[src/rtl/core/gast_pkg.sv]
`default_nettype none
// ----------------------------------------------------------------------------
// gast_pkg: shared types and constants for the gimbal slew tracker
// Binary-angle types, item structs, register indexes and the fixed-point
// constants used by the target former and the per-axis step logic.
// ----------------------------------------------------------------------------
package gast_pkg;

	// 16-bit binary angle, 32768 stands for pi
	localparam int ANGLE_W = 16;
	typedef logic signed [ANGLE_W-1:0] angle_t;

	// Q1.14 trig registers
	localparam int Q_FRAC = 14;
	localparam int PROD_W = 2 * ANGLE_W;
	localparam int SUM_W  = PROD_W + 1;
	localparam logic signed [SUM_W-1:0] ROUND_BIAS = SUM_W'(1 << (Q_FRAC - 1));

	// Step limit width
	localparam int STEP_W = 15;
	typedef logic [STEP_W-1:0] step_t;

	// Divide by 50 as multiply by reciprocal (exact for magnitudes up to 32768)
	localparam int STEP_DIV    = 50;
	localparam int RECIP_SHIFT = 21;
	localparam int RECIP_MUL   = ((1 << RECIP_SHIFT) + STEP_DIV - 1) / STEP_DIV;
	localparam int MAG_W       = ANGLE_W + 1;
	localparam int QUOT_W      = 10;

	// Input item
	typedef struct packed {
		angle_t handle_yaw;
		angle_t handle_pitch;
		angle_t handle_roll;
	} sample_t;

	// Result item
	typedef struct packed {
		angle_t camera_yaw;
		angle_t camera_pitch;
		angle_t camera_roll;
	} camera_t;

	// Tracking modes; the unused code behaves as full follow
	typedef enum logic [1:0] {
		MODE_HORIZON = 2'd0,
		MODE_FOLLOW  = 2'd1,
		MODE_FULL    = 2'd2
	} mode_t;

	// Configuration register indexes
	localparam int CFG_IDX_W = 3;
	typedef enum logic [CFG_IDX_W-1:0] {
		REG_MODE          = 3'd0,
		REG_YAW_OFFSET    = 3'd1,
		REG_PITCH_OFFSET  = 3'd2,
		REG_ROLL_OFFSET   = 3'd3,
		REG_OFFSET_SINE   = 3'd4,
		REG_OFFSET_COSINE = 3'd5,
		REG_MAX_STEP      = 3'd6
	} cfg_idx_t;

	// Reset values
	localparam logic [1:0]   MODE_RESET     = MODE_FOLLOW;
	localparam angle_t       COSINE_RESET   = angle_t'(16384);
	localparam step_t        MAX_STEP_RESET = step_t'(328);

endpackage
`default_nettype wire

[src/rtl/core/gast_axis_step.sv]
`default_nettype none
// ----------------------------------------------------------------------------
// gast_axis_step: one axis slew step
// Wrapped target error, truncating divide by 50, clamp to the step limit,
// and wrapped add onto the current angle.
// ----------------------------------------------------------------------------
module gast_axis_step (
	input  gast_pkg::angle_t current,
	input  gast_pkg::angle_t target,
	input  gast_pkg::step_t  max_step,
	output gast_pkg::angle_t next_angle
);
	import gast_pkg::*;

	angle_t                diff;
	logic signed [MAG_W-1:0] diff_ext;
	logic [MAG_W-1:0]      mag;
	logic [SUM_W-1:0]      prod;
	logic [QUOT_W-1:0]     quot;
	step_t                 quot_ext;
	step_t                 lim;
	angle_t                step_pos;
	angle_t                step;

	// Wrapped error and its magnitude (pi gives 32768)
	always_comb begin
		diff     = target - current;
		diff_ext = MAG_W'(diff);
		mag      = diff[ANGLE_W-1] ? MAG_W'(-diff_ext) : MAG_W'(diff_ext);
	end

	// Magnitude / 50 by reciprocal multiply, then clamp
	always_comb begin
		prod     = SUM_W'(mag) * SUM_W'(RECIP_MUL);
		quot     = prod[RECIP_SHIFT +: QUOT_W];
		quot_ext = STEP_W'(quot);
		lim      = (quot_ext > max_step) ? max_step : quot_ext;
	end

	// Restore sign and move
	always_comb begin
		step_pos   = angle_t'({1'b0, lim});
		step       = diff[ANGLE_W-1] ? -step_pos : step_pos;
		next_angle = current + step;
	end

endmodule
`default_nettype wire

[src/rtl/core/gimbal_attitude_slew_tracker_core.sv]
`default_nettype none
// ----------------------------------------------------------------------------
// gimbal_attitude_slew_tracker_core: camera angle slew tracker
// Forms camera targets from handle attitude samples and moves the kept
// camera angles toward them by a limited step per sample.
// ----------------------------------------------------------------------------
// Each accepted handle sample yields exactly one item of updated camera angles.
// The block takes one item per clock when the output is not stalled; each item
// passes the input register, the target register and the output register. The
// target stage holds four 16x16 multipliers for the yaw-offset rotation; the
// per-axis step (subtract, reciprocal divide by 50, clamp, add) closes the loop
// on the current-angle registers combinationally, which sets the one-item
// per clock rate. Configuration writes are always ready and must only be made
// while no item is in flight.
// ----------------------------------------------------------------------------
module gimbal_attitude_slew_tracker_core (
	input  wire                                 clk,
	input  wire                                 arst_n,
	input  wire                                 in_valid,
	output logic                                in_stall,
	input  gast_pkg::sample_t                   in_data,
	output logic                                out_valid,
	input  wire                                 out_stall,
	output gast_pkg::camera_t                   out_data,
	input  wire                                 cfg_valid,
	output logic                                cfg_ready,
	input  wire [gast_pkg::CFG_IDX_W-1:0]       cfg_index,
	input  wire [gast_pkg::ANGLE_W-1:0]         cfg_data
);
	import gast_pkg::*;

	// Configuration registers
	logic [1:0] mode_q;
	angle_t     yaw_offset_q;
	angle_t     pitch_offset_q;
	angle_t     roll_offset_q;
	angle_t     sine_q;
	angle_t     cosine_q;
	step_t      max_step_q;

	// Pipeline
	logic    valid_s1;
	sample_t sample_s1;
	logic    valid_s2;
	angle_t  tgt_yaw_s2;
	angle_t  tgt_pitch_s2;
	angle_t  tgt_roll_s2;
	logic    out_valid_q;
	angle_t  cur_yaw_q;
	angle_t  cur_pitch_q;
	angle_t  cur_roll_q;

	// Handshake
	logic adv_s1;
	logic adv_s2;
	logic adv_out;

	// Target forming
	logic signed [PROD_W-1:0] prod_cp;
	logic signed [PROD_W-1:0] prod_sr;
	logic signed [PROD_W-1:0] prod_cr;
	logic signed [PROD_W-1:0] prod_sp;
	logic signed [SUM_W-1:0]  pitch_sum;
	logic signed [SUM_W-1:0]  roll_sum;
	angle_t                   pitch_term;
	angle_t                   roll_term;
	logic                     pitch_on;
	logic                     roll_on;
	angle_t                   tgt_yaw;
	angle_t                   tgt_pitch;
	angle_t                   tgt_roll;

	// Step results
	angle_t nxt_yaw;
	angle_t nxt_pitch;
	angle_t nxt_roll;

	assign cfg_ready = 1'b1;

	// Configuration writes
	always_ff @(posedge clk or negedge arst_n) begin
		if (!arst_n) begin
			mode_q         <= MODE_RESET;
			yaw_offset_q   <= '0;
			pitch_offset_q <= '0;
			roll_offset_q  <= '0;
			sine_q         <= '0;
			cosine_q       <= COSINE_RESET;
			max_step_q     <= MAX_STEP_RESET;
		end else if (cfg_valid && cfg_ready) begin
			case (cfg_index)
				REG_MODE:          mode_q         <= cfg_data[1:0];
				REG_YAW_OFFSET:    yaw_offset_q   <= angle_t'(cfg_data);
				REG_PITCH_OFFSET:  pitch_offset_q <= angle_t'(cfg_data);
				REG_ROLL_OFFSET:   roll_offset_q  <= angle_t'(cfg_data);
				REG_OFFSET_SINE:   sine_q         <= angle_t'(cfg_data);
				REG_OFFSET_COSINE: cosine_q       <= angle_t'(cfg_data);
				REG_MAX_STEP:      max_step_q     <= cfg_data[STEP_W-1:0];
				default: ;
			endcase
		end
	end

	// Stage advance, bubbles collapse
	always_comb begin
		adv_out  = !out_valid_q || !out_stall;
		adv_s2   = !valid_s2 || adv_out;
		adv_s1   = !valid_s1 || adv_s2;
		in_stall = !adv_s1;
	end

	// Valid bits
	always_ff @(posedge clk or negedge arst_n) begin
		if (!arst_n) begin
			valid_s1    <= 1'b0;
			valid_s2    <= 1'b0;
			out_valid_q <= 1'b0;
		end else begin
			if (adv_s1)  valid_s1    <= in_valid;
			if (adv_s2)  valid_s2    <= valid_s1;
			if (adv_out) out_valid_q <= valid_s2;
		end
	end

	// Input register
	always_ff @(posedge clk) begin
		if (in_valid && adv_s1) begin
			sample_s1 <= in_data;
		end
	end

	// Rotation by yaw offset, Q1.14 round-half-up, mode gating
	always_comb begin
		prod_cp   = cosine_q * sample_s1.handle_pitch;
		prod_sr   = sine_q * sample_s1.handle_roll;
		prod_cr   = cosine_q * sample_s1.handle_roll;
		prod_sp   = sine_q * sample_s1.handle_pitch;
		pitch_sum = SUM_W'(prod_cp) - SUM_W'(prod_sr) + ROUND_BIAS;
		roll_sum  = SUM_W'(prod_cr) + SUM_W'(prod_sp) + ROUND_BIAS;
		pitch_on  = (mode_q != MODE_HORIZON);
		roll_on   = (mode_q != MODE_HORIZON) && (mode_q != MODE_FOLLOW);
		pitch_term = pitch_on ? pitch_sum[Q_FRAC +: ANGLE_W] : '0;
		roll_term  = roll_on ? roll_sum[Q_FRAC +: ANGLE_W] : '0;
		tgt_yaw    = sample_s1.handle_yaw + yaw_offset_q;
		tgt_pitch  = pitch_term + pitch_offset_q;
		tgt_roll   = roll_term - roll_offset_q;
	end

	// Target register
	always_ff @(posedge clk) begin
		if (valid_s1 && adv_s2) begin
			tgt_yaw_s2   <= tgt_yaw;
			tgt_pitch_s2 <= tgt_pitch;
			tgt_roll_s2  <= tgt_roll;
		end
	end

	// Per-axis slew steps
	gast_axis_step u_step_yaw (
		.current    (cur_yaw_q),
		.target     (tgt_yaw_s2),
		.max_step   (max_step_q),
		.next_angle (nxt_yaw)
	);

	gast_axis_step u_step_pitch (
		.current    (cur_pitch_q),
		.target     (tgt_pitch_s2),
		.max_step   (max_step_q),
		.next_angle (nxt_pitch)
	);

	gast_axis_step u_step_roll (
		.current    (cur_roll_q),
		.target     (tgt_roll_s2),
		.max_step   (max_step_q),
		.next_angle (nxt_roll)
	);

	// Current angles double as the output register
	always_ff @(posedge clk or negedge arst_n) begin
		if (!arst_n) begin
			cur_yaw_q   <= '0;
			cur_pitch_q <= '0;
			cur_roll_q  <= '0;
		end else if (valid_s2 && adv_out) begin
			cur_yaw_q   <= nxt_yaw;
			cur_pitch_q <= nxt_pitch;
			cur_roll_q  <= nxt_roll;
		end
	end

	// Output item
	always_comb begin
		out_valid             = out_valid_q;
		out_data.camera_yaw   = cur_yaw_q;
		out_data.camera_pitch = cur_pitch_q;
		out_data.camera_roll  = cur_roll_q;
	end

endmodule
`default_nettype wire

[config.mk]
export PLATFORM = sky130hd
export DESIGN_NAME = gimbal_attitude_slew_tracker_core
export DESIGN_NICKNAME = d
export VERILOG_FILES = /design/src/rtl/core/gast_pkg.sv /design/src/rtl/core/gast_axis_step.sv /design/src/rtl/core/gimbal_attitude_slew_tracker_core.sv
export SDC_FILE = /design/constraint.sdc
export NUM_CORES = 2
export LEC_CHECK = 0
export BUFFER_PORTS_ARGS = -buffer_cell sky130_fd_sc_hd__buf_2
export CORE_MARGIN = 4
export CORE_UTILIZATION = 56
export DETAILED_ROUTE_END_ITERATION = 16
export GPL_TIMING_DRIVEN = 0
export PLACE_DENSITY = 0.7
export RECOVER_POWER = 50
export SLEW_MARGIN = 20
export SYNTH_ARGS = -nofsm -noshare
export SYNTH_HDL_FRONTEND = slang
export SYNTH_SLANG_ARGS = --single-unit
[constraint.sdc]
create_clock -name clk -period 17.4 [get_ports clk]
set_input_delay 1.74 -clock clk [delete_from_list [all_inputs] [get_ports clk]]
set_output_delay 1.74 -clock clk [all_outputs]
set_load 0.02 [all_outputs]
# Yosys cells after proc, flatten, opt, wreduce, memory -nomap -nowiden
# Index checks and enable logic that the tools add are counted.
# totals
reg_bits	244
in_bits	72
out_inout_bits	51
word_cells	87
# classes
add_sub_neg	19
mul	7
order_cmp	3
eq_ne	7
mux	11
reduce_logical	21
# op_table
cell	count
16-bit by 16-bit multiplier with 30-bit output	4
17-bit by 13-bit multiplier with 28-bit output, second input constant	3
16-bit adder	5
16-bit 2-to-1 mux	5
16-bit subtractor	4
30-bit by 15-bit adder with 30-bit output, second input constant	2
17-bit 2-to-1 mux	3
16-bit negator with 17-bit output	3
15-bit negator with 16-bit output	3
10-bit by 15-bit > comparator with 1-bit output	3
15-bit 2-to-1 mux	3
30-bit adder	1
30-bit subtractor	1
2-bit AND reduction	7
3-bit equality test, second input constant	3
3-bit by 2-bit equality test with 1-bit output, second input constant	2
1-bit zero test	5
1-bit logical AND	4
3-bit by 1-bit equality test with 1-bit output, second input constant	1
3-bit zero test	1
1-bit logical OR	3
2-bit by 1-bit != test with 1-bit output, second input constant	1
2-bit nonzero test	1

# Depth between registers and ports, before layout
# depth
word_depth	9
ltp_mapped	59
depth_no_buf	57

# Modules after synthesis
# A second synthesis with hierarchy kept.
# unflattened
cells_unflattened	7129
hier_area_um2	68181.6
# modules_own_cells
mod	instances	cells_each	area_per_inst_um2	seq_area_each_um2
gimbal_attitude_slew_tracker_core	1	4790	48121.2	6592.6
gast_axis_step (u_step_pitch)	1	788	6760.2	0.0
gast_axis_step (u_step_roll)	1	775	6715.2	0.0
gast_axis_step (u_step_yaw)	1	776	6585.1	0.0

# Worst setup path before layout
# OpenSTA, ideal clock, no wires.
# synth_path
path_kind	flip-flop to flip-flop
start	register cur_pitch_q[0]
end	register cur_pitch_q[14]
setup_time_ps	133
arrival_ps	12255
t_required_ps	17267
slack_ps	5012
stages_incl_launch_ff	54
path_buffers	1
synth_period_minus_slack_ps	12388
path_cell_list	dfrtp_1 ha_1 fa_1 nor2b_1 o21a_1 o21ai_1 a21oi_1 o21ai_1 nor2b_1 xnor2_1 or4_1 nor4_1 a31oi_1 xnor2_1 inv_1 ha_1 fa_1 fa_1 [18 not listed] clkbuf_1 a21oi_1 ha_1 nor2_1 a21oi_1 fa_1 a21o_1 a21oi_1 o21bai_1 a21oi_1 o21bai_1 a21oi_1 o21bai_1 a21oi_1 o221ai_1 a21oi_1 xor2_1 o21ai_0
# synth_via
elab_chain_cells	9
# synth_lines
item	line	rtl
start, declared	gimbal_attitude_slew_tracker_core.sv:50	angle_t cur_pitch_q;
start signal, assigned	gimbal_attitude_slew_tracker_core.sv:188	cur_pitch_q <= nxt_pitch;
16-bit subtractor	gast_axis_step.sv:27	diff = target - current;
16-bit negator with 17-bit output	gast_axis_step.sv:29	mag = diff[ANGLE_W-1] ? MAG_W'(-diff_ext) : MAG_W'(diff_ext);
17-bit 2-to-1 mux	gast_axis_step.sv:29	
17-bit by 13-bit multiplier with 28-bit output	gast_axis_step.sv:34	prod = SUM_W'(mag) * SUM_W'(RECIP_MUL);
10-bit by 15-bit > comparator with 1-bit output	gast_axis_step.sv:37	lim = (quot_ext > max_step) ? max_step : quot_ext;
15-bit 2-to-1 mux	gast_axis_step.sv:37	
15-bit negator with 16-bit output	gast_axis_step.sv:43	step = diff[ANGLE_W-1] ? -step_pos : step_pos;
16-bit 2-to-1 mux	gast_axis_step.sv:43	
16-bit adder (*)	gast_axis_step.sv:44	next_angle = current + step;
# Mark *: on every way between the ends. The rest lies on a longest branch, timed or not.
# A chain may end at the register's enable or synchronous reset.

# Final worst setup path
# layout_path
start	register cur_yaw_q[1]
end	register cur_yaw_q[14]
# layout_via
elab_chain_cells	9
# layout_lines
item	line	rtl
start, declared	gimbal_attitude_slew_tracker_core.sv:49	angle_t cur_yaw_q;
start signal, assigned	gimbal_attitude_slew_tracker_core.sv:187	cur_yaw_q <= nxt_yaw;
16-bit subtractor	gast_axis_step.sv:27	
16-bit negator with 17-bit output	gast_axis_step.sv:29	
17-bit 2-to-1 mux	gast_axis_step.sv:29	
17-bit by 13-bit multiplier with 28-bit output	gast_axis_step.sv:34	
10-bit by 15-bit > comparator with 1-bit output	gast_axis_step.sv:37	
15-bit 2-to-1 mux	gast_axis_step.sv:37	
15-bit negator with 16-bit output	gast_axis_step.sv:43	
16-bit 2-to-1 mux	gast_axis_step.sv:43	
16-bit adder (*)	gast_axis_step.sv:44	
# Marked as above.

==> impl_metrics.tcl <==
set metrics [dict create \
    synth_common_cells "inv_1 (1,662), fa_1 (1,322), ha_1 (763), nand2_1 (761), and2_1 (397)" \
    async_reset_ff_share_pct 60.7 \
    synth_seq_area_share_pct 10.0 \
    drive_gt1_share_pct 4.26 \
    clock.fmax_ghz 0.0685 \
    drc_errors 0 \
    cts_tree "done" \
    cts_repair_resize_count 0 \
    synth.avg_cell_area_um2 9.49 \
    cp.arrival_ns 15.07 \
    grt_pass1_wl_mm 310 \
    die_area_um2 123000 \
    fin_worst_skew_ns 0.0471 \
    slowest_stage "xnor2_1" \
    htreeDepth 2 \
    crit_buf_inv 9 \
    r2r_slack_ns 2.80 \
    cts-root-buf "clkbuf_16" \
    cp.required_ns 17.87 \
    crit_type "flip-flop to flip-flop" \
    die_height_um 351 \
    vias_per_cell 5.61 \
    hold_path_class "flip-flop to flip-flop" \
    die_w_um 351 \
    drt-initial-drc-count 3388 \
    routabilityCongestion 1.05 \
    synth_top_area_share_pct 40.1 \
    grt_usage_pct 34.0 \
    antenna_found_initial 21 \
    dr.pass1.iters 8 \
    grt-ovfl-total 0 \
    cpPeakStageDelay_ns 0.89 \
    yosys_warnings 0 \
    areaGrowthSynthToFinish_pct 5.77 \
    crit_path_start_kind "flip-flop" \
    path_clk_slew_ns 0.07 \
    io_buffers 119 \
    finalCritPeriodShare_pct 83.9 \
    dpl.hpwl_mm 171 \
    synth_ff_type "dfrtp_1" \
    insertion_delay_ns 0.63 \
    routed_wirelength_mm 203 \
    nNetsFinal 9289 \
    ctsHoldBuffers 0 \
    grt_max_degree 90 \
    ant_nets 0 \
    yosysMostFrequentCell "inv_1" \
    drv_slew 224 \
    core_area_um2 117000 \
    synth_area_leaders "fa_1 (40%), ha_1 (14%), inv_1 (9.5%), dfrtp_1 (5.4%), edfxtp_1 (4.4%)" \
    drv_cap 4 \
    post_cts_buffers 0 \
    netlist_instances 6952 \
    synth_edf_count 96 \
    yosys.area.top_type "fa_1" \
    tns_ns 0 \
    initial_core_util_pct 56.6 \
    path_delay_family "compound AO/OA/AOI/OAI gates" \
    post_drt_wl_per_cell_um 23.3 \
    clock_sinks 244 \
    crit_path_end_kind "flip-flop" \
    tightest_slew_ns 5.12 \
    status "complete, but fails checks" \
    syn_area_um2 65900 \
    final_hold_viol_count 0 \
    final-setup-viol-count 0 \
    violations "max-capacitance violations, max-slew violations" \
    numCtsBuffers 35 \
    vias 48845 \
    synth_cell_types 89 \
    min_period_ns 14.60 \
    slew_headroom_pct -241 \
    rows 125 \
    cts.path.max_buffers 3 \
    grt_setup_unrepaired "no" \
    ios 123 \
    synth-seq-cells 244 \
    critPathMaxFanout 10 \
    grt_pass1_vias 51976 \
]
## layer usage
metal  vias up  part of all wire, %  track usage, %
li1      21497                    -               -
met1     24519                   36            40.9
met2      2116                   47            55.7
met3       713                  8.2            6.14
met4         0                  8.7            23.5
met5         -                    0               0
## cells by family after synthesis
group / count (synthesis) / synth area share [%]
adder cells (fa/ha/maj): 2085 / 54.6
AO/OA/AOI/OAI: 575 / 5.75
other: 2 / 0.0114
AND/OR/NAND/NOR: 1682 / 12.2
flip-flops: 244 / 10.0
multiplexers: 112 / 1.89
XOR/XNOR: 355 / 4.77
buffers and inverters: 1897 / 10.8
## final cells by class
cell class              count  area [um^2]
diodes                     20         50.0
plain buffers             231          873
clock buffers              42          922
clock inverters            22          231
fillers                 10133        46800
inverters                1666         6250
multi-input cells        4831        52300
flip-flops and latches    244         6590
well taps                1524         1910
repair buffers            123          609
## sequential cells by signal, summed over array words and instances, names as in the netlist
name            cells
cosine_q           16
cur_pitch_q        16
cur_roll_q         16
cur_yaw_q          16
max_step_q         15
mode_q              2
out_valid           1
pitch_offset_q     16
roll_offset_q      16
sample_s1          48
sine_q             16
tgt_pitch_s2       16
tgt_roll_s2        16
tgt_yaw_s2         16
valid_s1            1
valid_s2            1
yaw_offset_q       16
## placed cells by master, fill, tap and decap left out, types with 59 or more instances in the layout
cell	count
a21oi_1	144
and2_1	395
buf_2	104
clkbuf_1	247
dfrtp_1	143
edfxtp_1	96
fa_1	1322
ha_1	763
inv_1	1662
mux2_2	100
nand2_1	761
nand2b_1	65
nand3_1	59
nor2_1	215
o21ai_0	119
xnor2_1	248
xor2_1	102
## stage by stage
stage               instances  instance area [um^2]  setup WS (ns)  hold slack, ns  util, %
detailed placement       8619                 68600           2.95           0.487     58.9
floorplan                6972                 66000           5.01           0.449        -
global placement         8615                 68500           2.97           0.452     58.8
CTS                      8683                 69800           2.91           0.499     59.9
finish                   8703                 69800           2.80           0.501     59.9
global route             8683                 69700           1.96           0.504     59.8
## worst paths after layout
kind                                               to                      from  cells after the start
setup / recovery            cur_yaw_q[14]$_DFFE_PN0P_  cur_yaw_q[1]$_DFFE_PN0P_                     56
hold / removal                   valid_s2$_DFFE_PN0P_      valid_s1$_DFFE_PN0N_                      1
setup reg to reg            cur_yaw_q[14]$_DFFE_PN0P_  cur_yaw_q[1]$_DFFE_PN0P_                     56
hold reg to reg                  valid_s2$_DFFE_PN0P_      valid_s1$_DFFE_PN0N_                      1
max in group asynchronous  cur_pitch_q[0]$_DFFE_PN0P_                    arst_n                      2
min in group asynchronous    cosine_q[13]$_DFFE_PN0P_                    arst_n                      1
Power is not shown: default switching activity piles up to over one toggle a cycle in this logic, so the estimate is an artifact.
